`config.mk`:
```
export PLATFORM = sky130hd
export DESIGN_NAME = ilid_cell
export DESIGN_NICKNAME = d
export VERILOG_FILES = /design/src/rtl/ilid_pkg.sv /design/src/rtl/ilid_cell.sv
export SDC_FILE = /design/constraint.sdc
export NUM_CORES = 1
export LEC_CHECK = 0
export ABC_AREA = 0
export ABC_CLOCK_PERIOD_IN_PS = 3400
export CELL_PAD_IN_SITES_DETAIL_PLACEMENT = 1
export CELL_PAD_IN_SITES_GLOBAL_PLACEMENT = 2
export CORE_MARGIN = 10
export CORE_UTILIZATION = 29
export DETAILED_ROUTE_END_ITERATION = 12
export DONT_BUFFER_PORTS = 1
export PLACE_DENSITY = 0.68
export SLEW_MARGIN = 20
export SYNTH_ARGS = -nofsm -noshare
export SYNTH_HDL_FRONTEND = slang
export SYNTH_SLANG_ARGS = --single-unit
```
`constraint.sdc`:
```
create_clock -name clk -period 3.4 [get_ports clk]
set_clock_uncertainty 0.2 [all_clocks]
set_input_delay 0.17 -clock clk [delete_from_list [all_inputs] [get_ports clk]]
set_output_delay 0.17 -clock clk [all_outputs]
set_load 0.005 [all_outputs]
```
`src/rtl/ilid_pkg.sv`:
```
package ilid_pkg;

  // storage depth and field widths
  localparam int DEPTH    = 64;
  localparam int IDX_W    = $clog2(DEPTH);
  localparam int LEN_W    = 7;
  localparam int CMD_W    = 3;
  localparam int VAL_W    = 32;
  localparam int ST_W     = 2;
  localparam int GRP_SIZE = 8;
  localparam int NGRP     = DEPTH / GRP_SIZE;

  typedef enum logic [CMD_W-1:0] {
    CMD_APPEND = 3'd0,
    CMD_INSERT = 3'd1,
    CMD_DELETE = 3'd2,
    CMD_GET    = 3'd3,
    CMD_SET    = 3'd4
  } cmd_e_t;

  typedef enum logic [ST_W-1:0] {
    ST_OK    = 2'd0,
    ST_FULL  = 2'd1,
    ST_RANGE = 2'd2
  } status_e_t;

  // operation broadcast to every cell
  typedef enum logic [1:0] {
    COP_NOP    = 2'd0,
    COP_WRITE  = 2'd1,
    COP_INSERT = 2'd2,
    COP_DELETE = 2'd3
  } cell_op_t;

  typedef struct packed {
    cell_op_t           op;
    logic [LEN_W-1:0]   pos;
    logic [VAL_W-1:0]   val;
    logic [LEN_W-1:0]   len;
  } cell_cmd_t;

  typedef enum logic {
    S_IDLE   = 1'b0,
    S_GATHER = 1'b1
  } state_t;

endpackage

```
`src/rtl/ilid_cell.sv`:
```
module ilid_cell (
  input  logic                       clk,
  input  logic [ilid_pkg::IDX_W-1:0] cell_idx,
  input  ilid_pkg::cell_cmd_t        cmd,
  input  logic [ilid_pkg::VAL_W-1:0] left_data,
  input  logic [ilid_pkg::VAL_W-1:0] right_data,
  output logic [ilid_pkg::VAL_W-1:0] data,
  output logic [ilid_pkg::VAL_W-1:0] hit_data
);
  import ilid_pkg::*;

  logic [VAL_W-1:0] data_r;
  logic [VAL_W-1:0] data_nxt;
  logic [LEN_W-1:0] idx;
  logic             at_pos;
  logic             above_pos;
  logic             is_last;

  assign idx       = LEN_W'(cell_idx);
  assign at_pos    = (idx == cmd.pos);
  assign above_pos = (idx > cmd.pos);
  assign is_last   = ((idx + LEN_W'(1)) == cmd.len);

  // next entry value from the broadcast operation and the neighbors
  always_comb begin
    data_nxt = data_r;
    unique case (cmd.op)
      COP_WRITE: begin
        if (at_pos) data_nxt = cmd.val;
      end
      COP_INSERT: begin
        if (at_pos) data_nxt = cmd.val;
        else if (above_pos) data_nxt = left_data;
      end
      COP_DELETE: begin
        if (is_last) data_nxt = '0;
        else if ((at_pos || above_pos) && (idx < cmd.len)) data_nxt = right_data;
      end
      default: data_nxt = data_r;
    endcase
  end

  always_ff @(posedge clk) begin
    data_r <= data_nxt;
  end

  assign data     = data_r;
  // old entry offered to the read gather when this cell is addressed
  assign hit_data = at_pos ? data_r : '0;

endmodule

```
==> qor.csv, run 1 <==
metric;value;unit
post-synthesis simple-gate area fraction;0.121;
Max Cap Viol;0;
Period minus WS final;2.73;ns
iteration count of the initial detailed-routing pass;4;
Core Area;0.00933;sq mm
Die Y;118;um
adder-cell share of the synthesized area;0.0714;
starting density of the core;0.301;
outcome;finished, final reports clean;
RePlAce Congestion;0.688;
fmax;367;MHz
Initial DRC Count;78;
IO Count;183;
critical path, cell by cell;inv_1, ha_1, and4b_1, and4_2, buf_4, mux2_2, a22oi_1, o21ai_2, dlygate4sd3_1;
global route overflow;0;
Fin Setup TNS;0;ns
I/O Buffers;0;
most common cell after layout, fill and taps aside;dlygate4sd3_1;
dpl cell area;0.00294;sq mm
TritonCTS Buffers;5;
Critical Path AT;2.56;ns
placed insts;402;
Crit Path Max Fanout;36;
# nets final;479;
Fin. Hold Viols;0;
relative slew slack;0.538;
worst hold-check path type;input port to register;
ANT nets after route;0;
Synth cell types;30;
post-synthesis async set-or-reset flop share;0;
# DRC;0;
Area Growth Syn to Fin;31.5;%
num rows;35;
crit path kind;input port to register;
Slew Limit Fails;0;
clock sink count;32;
initial antenna violation count;0;
ANT cells;0;
final worst slack;0.673;ns
most frequent cells in the layout;dlygate4sd3_1 (64), inv_1 (47);
CP max-delay cell;dlygate4sd3_1;
number of synthesized flops with an enable pin;32;
RSZ-0062 raised after global routing;false;
max reg flops;32;
Die ar.;0.0140;sq mm
Synth Instances;284;
flops & latches, synth;32;
clock tree from TritonCTS;built;
largest family of logic cells by synthesized area;compound AO/OA/AOI/OAI gates;
ratio of cells with drive above 1 in the final layout;0.232;
hpwl dp;7720;um
fill count;1047;
Layout Cells excl Fill;474;
Synth Area in XOR/XNOR;0.0219;
Die Wd;118;um
first-pass GRT wire length;15800;um
root buffer selected by CTS;clkbuf_8;
final std cell area, no fill;0.00369;sq mm
clk slew on worst S/H paths;0.07;ns
VDD IR max;0.197;mV
Synth Warn #;0;
P_leak;0.00149;uW
fin crit share;0.802;
Avg Vias per Cell;4.98;
largest net degree at the start of global routing;37;
Place WS;0.847;ns
worst slew pin tran;0.692;ns
CP startpoint kind;input port;
H-tree Lvls;2;
overall routing resource usage;0.138;
synthesized net count;419;
Setup-failing EPs final;0;
Cell Area, Synth;0.00281;sq mm
Routed Wire Length;10100;um
Power, Total;1230;uW
top_reg_cell synth;edfxtp_1;
Avg Cell Area, Syn;9.88;sq um
power density cells;333;mW/mm^2
Critical Path End Type;register;
WL/cell;21.3;um
Bufs on Longest Clock Path;2;
via count;2362;
max incr delay on CP;0.57;ns
Compound-Gate Fraction of Synth Area;0.220;
mux contribution to synthesized area;0.128;
vias in the first global route;2651;
sequential fraction of the synthesis area;0.343;
Req. time, crit path;3.23;ns
[cells in the mapped netlist (2+ instances only)]
library cell	number	area, sq um
o21a_1	2	15.0
edfxtp_1	32	961
buf_1	2	7.51
nor3b_1	2	15.0
a21oi_1	2	10.0
nor2_1	5	18.8
xor2_1	5	43.8
a211oi_1	2	15.0
and2_1	32	200
clkbuf_1	10	37.5
nor2b_1	5	31.3
inv_1	47	176
mux2_2	32	360
nor3_1	3	15.0
nand2_1	2	7.51
nand3_1	3	15.0
xnor2_1	2	17.5
ha_1	16	200
o21ai_0	6	30.0
a22oi_1	32	240
o21ai_2	30	263
buf_2	2	10.0
buf_6	3	33.8
[timing repair]
item	4_1_cts	5_1_grt
setup buffers	0	0
endpoints found under the hold margin	32	0
hold buffers	64	0
endpoints found under the setup margin	0	0
resized for setup	0	0
[where the power goes]
part	switching, uW	internal (uW)
Clock	141	217
Sequential	54.7	515
Combinational	136	165
Total	332	897
[final timing paths]
kind	start	endpoint	slack [ns]	depth (start not counted)
setup / recovery	cmd[44]	data[7]$_DFFE_PP_	0.67	9
hold / removal	cmd[47]	data[0]$_DFFE_PP_	0.35	3
[worst max-delay path: cells and delay by family]
family | cells | cell delay [ns]
AND/OR/NAND/NOR | 2 | 0.48
AO/OA/AOI/OAI | 2 | 0.30
buffers and inverters | 3 | 0.93
adder cells (fa/ha/maj) | 1 | 0.28
multiplexers | 1 | 0.38
[cells by family after synthesis]
kind of cell | Yosys count
flip-flops | 32
AND/OR/NAND/NOR | 56
buffers and inverters | 64
XOR/XNOR | 7
adder cells (fa/ha/maj) | 16
multiplexers | 32
AO/OA/AOI/OAI | 77
[area by class of cell]
type                            count  area (sq um)  share of cell area
Clock buffer                        6          72.6              0.0197
Clock inverter                      2          35.0             0.00950
Inverter                           47           176              0.0478
Multi-Input combinational cell    188          1580               0.429
Sequential cell                    32           961               0.261
Tap cell                          129           161              0.0438
Timing Repair Buffer               70           698               0.189
[metal layers]
metal	up-vias	track usage	part of all wire	wire (um)
met4	0	0.0325	0.0098	99
met2	113	0.248	0.52	5230
met5	-	0	0	0
met3	7	0.0614	0.10	1020
li1	1120	-	-	-
met1	1122	0.145	0.37	3760
[stage by stage]
stage,utilization,hold WS [ns]
finish,0.395,0.351
detailed placement,0.315,0.201
global placement,0.315,0.197
global route,0.395,0.375
floorplan,-,0.181
CTS,0.395,0.340
No activity file was read; power rests on OpenSTA's default activity.
==> run 2: changes to the inputs <==
ABC_CLOCK_PERIOD_IN_PS = 2500   (was 3400)
PLACE_DENSITY = 0.71   (was 0.68)
clock period = 2.5 ns   (was 3.4 ns; I/O delays follow)
==> qor.csv, run 2 (same netlist as run 1, synthesis figures left out) <==
metric;value;unit
outcome;finished, final reports clean;
Critical Path AT;1.89;ns
initial antenna violation count;3;
Period minus WS final;2.06;ns
CP startpoint kind;input port;
Fin Setup TNS;0;ns
WL/cell;21.5;um
RePlAce Congestion;0.719;
CTS-repair resized insts;0;
most frequent cells in the layout;dlygate4sd3_1 (92), inv_1 (47);
final core occ;0.434;
worst hold-check path type;input port to register;
num rows;35;
clock sink count;32;
fill count;1036;
RSZ-0062 raised after global routing;false;
CP max-delay cell;mux2_2;
TritonCTS Buffers;5;
final worst slack;0.438;ns
switching fraction of total power;0.273;
# nets final;509;
root buffer selected by CTS;clkbuf_8;
relative slew slack;0.681;
Initial DRC Count;117;
vias in the first global route;2864;
Comb pwr share;0.258;
overall routing resource usage;0.150;
clk slew on worst S/H paths;0.07;ns
hold path start;cmd[29];
Die Y;118;um
Slew Limit Fails;0;
Critical Path End Type;register;
P_leak;0.00163;uW
most common cell after layout, fill and taps aside;dlygate4sd3_1;
Worst Hold End;data[22]$_DFFE_PP_;
Core Area;0.00933;sq mm
Area Growth Syn to Fin;44.2;%
worst slew pin tran;0.479;ns
Sequential Area;961;sq um
global route overflow;0;
IO Count;183;
Place WS;0.166;ns
clock share of power;0.284;
Max Cap Viol;0;
Crit Path Max Fanout;34;
Fin. Hold Viols;0;
H-tree Lvls;2;
Die ar.;0.0140;sq mm
hold depth;3;
max incr delay on CP;0.37;ns
via count;2500;
max reg flops;32;
first-pass GRT wire length;17200;um
ratio of cells with drive above 1 in the final layout;0.216;
clock tree from TritonCTS;built;
hpwl dp;7690;um
starting density of the core;0.301;
Bufs on Longest Clock Path;2;
crit path kind;input port to register;
Routed Wire Length;10900;um
Buf+Inv Stages, Crit Path;2;
Psw;461;uW
sequential power share;0.459;
ANT nets after route;0;
largest net degree at the start of global routing;35;
power density cells;417;mW/mm^2
Die Wd;118;um
I/O Buffers;0;
fin crit share;0.825;
Req. time, crit path;2.33;ns
# DRC;0;
VDD IR max;0.272;mV
Setup-failing EPs final;0;
iteration count of the initial detailed-routing pass;4;
CP top delay family;simple AND/OR/NAND/NOR gates;
Avg Vias per Cell;4.93;
multi-input logic area;0.00159;sq mm
fmax;485;MHz
critical path, cell by cell;inv_1, ha_1, and4b_1, and4_2, buf_12, mux2_2, a22oi_1, o21ai_2;
Pint;1230;uW
[run 2: cell types whose count changed in the layout (fill, tap and decap cells not counted), moves of 2 or more]
cell | before | now
clkinv_1 | 0 | 2
buf_4 | 5 | 3
diode_2 | 0 | 3
buf_12 | 1 | 5
dlygate4sd3_1 | 64 | 92
[run 2: worst max-delay path by stage]
stage / from / end / slack (ns) / depth (start not counted)
2_1_floorplan: cmd[44] / data[0]$_DFFE_PP_ / 0.02 / 9
3_3_place_gp: cell_idx[0] / data[1]$_DFFE_PP_ / 0.20 / 6
3_5_place_dp: cmd[44] / data[8]$_DFFE_PP_ / 0.17 / 8
4_1_cts: cmd[44] / data[22]$_DFFE_PP_ / 0.46 / 8
5_1_grt: cmd[44] / data[28]$_DFFE_PP_ / 0.38 / 8
6_report: cmd[44] / data[4]$_DFFE_PP_ / 0.44 / 8
[run 2: area by class of cell]
| cell class | count | share of cell area |
|---|---|---|
| Multi-Input combinational cell | 188 | 0.393 |
| Timing Repair Buffer | 100 | 0.258 |
| Sequential cell | 32 | 0.237 |
| Inverter | 47 | 0.0436 |
| Tap cell | 129 | 0.0399 |
| Clock buffer | 5 | 0.0170 |
| Clock inverter | 3 | 0.00928 |
| Antenna cell | 3 | 0.00186 |
[run 2: tightest hold or removal path: cells and delay by family]
family	cells	cell delay, ns
multiplexers	1	0.12
AO/OA/AOI/OAI	2	0.12
[run 2: stage by stage]
| stage | cell area, sq um | hold WS (ns) | power, uW | cells |
|---|---|---|---|---|
| after floorplan | 2820 | 0.136 | 983 | 284 |
| after global placement | 3010 | 0.150 | 1090 | 404 |
| after detailed placement | 3010 | 0.148 | 1100 | 404 |
| after CTS | 4030 | 0.000855 | 1700 | 503 |
| after global routing | 4050 | -0.000170 | 1800 | 507 |
| final | 4050 | 0.00317 | 1690 | 507 |
[run 2: repair_timing]
| action | 4_1_cts | 5_1_grt |
|---|---|---|
| buffers inserted | 0 | 0 |
| hold endpoints to repair | 32 | 1 |
| hold buffers | 91 | 1 |
| setup endpoints to repair | 0 | 0 |
[run 2: per-layer routing]
metal / part of all wire / vias to the layer above / track usage
met5: 0 / - / 0
met4: 0.013 / 0 / 0.0363
met3: 0.082 / 8 / 0.0557
met2: 0.53 / 116 / 0.277
met1: 0.37 / 1197 / 0.157
li1: - / 1179 / -
[run 2: power by group through the flow]
| stage | combinational (uW) | clock, uW | sequential (uW) |
|---|---|---|---|
| floorplan | 235 | 0 | 748 |
| global route | 484 | 528 | 784 |
| CTS | 432 | 496 | 775 |
| finish | 434 | 478 | 774 |
| global placement | 301 | 0 | 785 |
| detailed placement | 310 | 0 | 786 |
==> run 3: changes to the inputs <==
ABC_CLOCK_PERIOD_IN_PS = 2020   (was 2500)
PLACE_DENSITY = 0.68   (was 0.71)
clock period = 2.02 ns   (was 2.5 ns; I/O delays follow)
==> qor.csv, run 3 (same netlist as run 1, synthesis figures left out) <==
metric;value;unit
outcome;finished, final reports clean;
most common cell after layout, fill and taps aside;dlygate4sd3_1;
global route overflow;0;
Area Growth Syn to Fin;49.3;%
starting density of the core;0.301;
Setup-failing EPs final;0;
Place WS;-0.208;ns
Setup crit start;cmd[43];
CP startpoint kind;input port;
Slew Limit Fails;0;
TritonCTS Buffers;5;
crit path kind;input port to register;
VDD IR max;0.212;mV
max reg flops;32;
hold path start;cmd[47];
worst hold-check path type;input port to register;
Bufs on Longest Clock Path;2;
ratio of cells with drive above 1 in the final layout;0.247;
iteration count of the initial detailed-routing pass;6;
P_leak;0.00167;uW
Crit Path Max Fanout;35;
Die ar.;0.0140;sq mm
power density cells;508;mW/mm^2
num rows;35;
Max Cap Viol;0;
Critical Path End Type;register;
WL/cell;21.5;um
Die Y;118;um
IO Count;183;
initial antenna violation count;1;
relative slew slack;0.521;
RePlAce Congestion;0.726;
Routed Wire Length;11100;um
Avg Vias per Cell;5.00;
# nets final;519;
hpwl dp;7710;um
fmax;523;MHz
ANT nets after route;0;
CTS-repair resized insts;0;
fin crit share;0.946;
vias in the first global route;2857;
most frequent cells in the layout;dlygate4sd3_1 (96), inv_1 (43);
Req. time, crit path;1.85;ns
H-tree Lvls;2;
clock sink count;32;
clk slew on worst S/H paths;0.07;ns
worst slew pin tran;0.718;ns
Fin. Hold Viols;0;
Die Wd;118;um
RSZ-0062 raised after global routing;false;
final worst slack;0.108;ns
largest net degree at the start of global routing;36;
root buffer selected by CTS;clkbuf_8;
Initial DRC Count;153;
Period minus WS final;1.91;ns
Core Area;0.00933;sq mm
I/O Buffers;0;
# DRC;0;
via count;2577;
final core occ;0.449;
first-pass GRT wire length;17100;um
fill count;1019;
overall routing resource usage;0.150;
clock tree from TritonCTS;built;
Critical Path AT;1.74;ns
==> run 3: changes by cell type in the layout (fill, tap and decap cells not counted), sizes merged <==
cell / before / now
buf: 8 / 14
dlygate4sd3: 92 / 96
diode: 3 / 1
clkbuf: 5 / 6
clkinv: 2 / 1
==> run 3: final timing paths <==
kind | to | slack [ns] | depth (start not counted)
worst max-delay path | data[21]$_DFFE_PP_ | 0.11 | 8
worst min-delay path | data[13]$_DFFE_PP_ | 0.30 | 4
==> run 3: stage by stage <==
step | setup TNS, ns | cells | total power [uW] | hold WS, ns | area [sq um]
2_1_floorplan | -10.03 | 284 | 1220 | 0.112 | 2890
3_3_place_gp | -7.59 | 410 | 1360 | 0.119 | 3120
3_5_place_dp | -9.21 | 410 | 1370 | 0.125 | 3120
4_1_cts | 0 | 514 | 2160 | 0.282 | 4190
5_1_grt | 0 | 515 | 2260 | 0.290 | 4190
6_report | 0 | 515 | 2130 | 0.300 | 4190
==> run 3: area by class of cell <==
cell class | count | area (sq um) | share of cell area
Tap cell | 129 | 161 | 0.0385
Inverter | 47 | 199 | 0.0475
Sequential cell | 32 | 961 | 0.229
Timing Repair Buffer | 110 | 1130 | 0.269
Clock inverter | 2 | 35.0 | 0.00837
Clock buffer | 6 | 72.6 | 0.0173
Antenna cell | 1 | 2.50 | 0.000598
Multi-Input combinational cell | 188 | 1630 | 0.389
==> run 3: what timing repair did <==
item	CTS	global route
endpoints found under the hold margin	32	0
hold buffers	96	0
setup buffers	0	0
==> run 3: critical path, cell delays in order <==
cell	delay, ns
inv_12	0.01
ha_4	0.24
and4b_1	0.20
and4_2	0.31
buf_12	0.22
mux2_2	0.35
a22oi_1	0.19
o21ai_2	0.08
==> run 3: layer usage <==
metal / track usage / vias up / routed length [um]
met5: 0 / - / 0
met1: 0.157 / 1252 / 4130
met4: 0.0402 / 0 / 121
met3: 0.0466 / 8 / 843
met2: 0.281 / 115 / 5990
li1: - / 1202 / -
==> run 3: where the power goes <==
part	internal [uW]	switching, uW	total [uW]
registers	866	88.6	954
logic	310	251	561
clock network	366	244	611
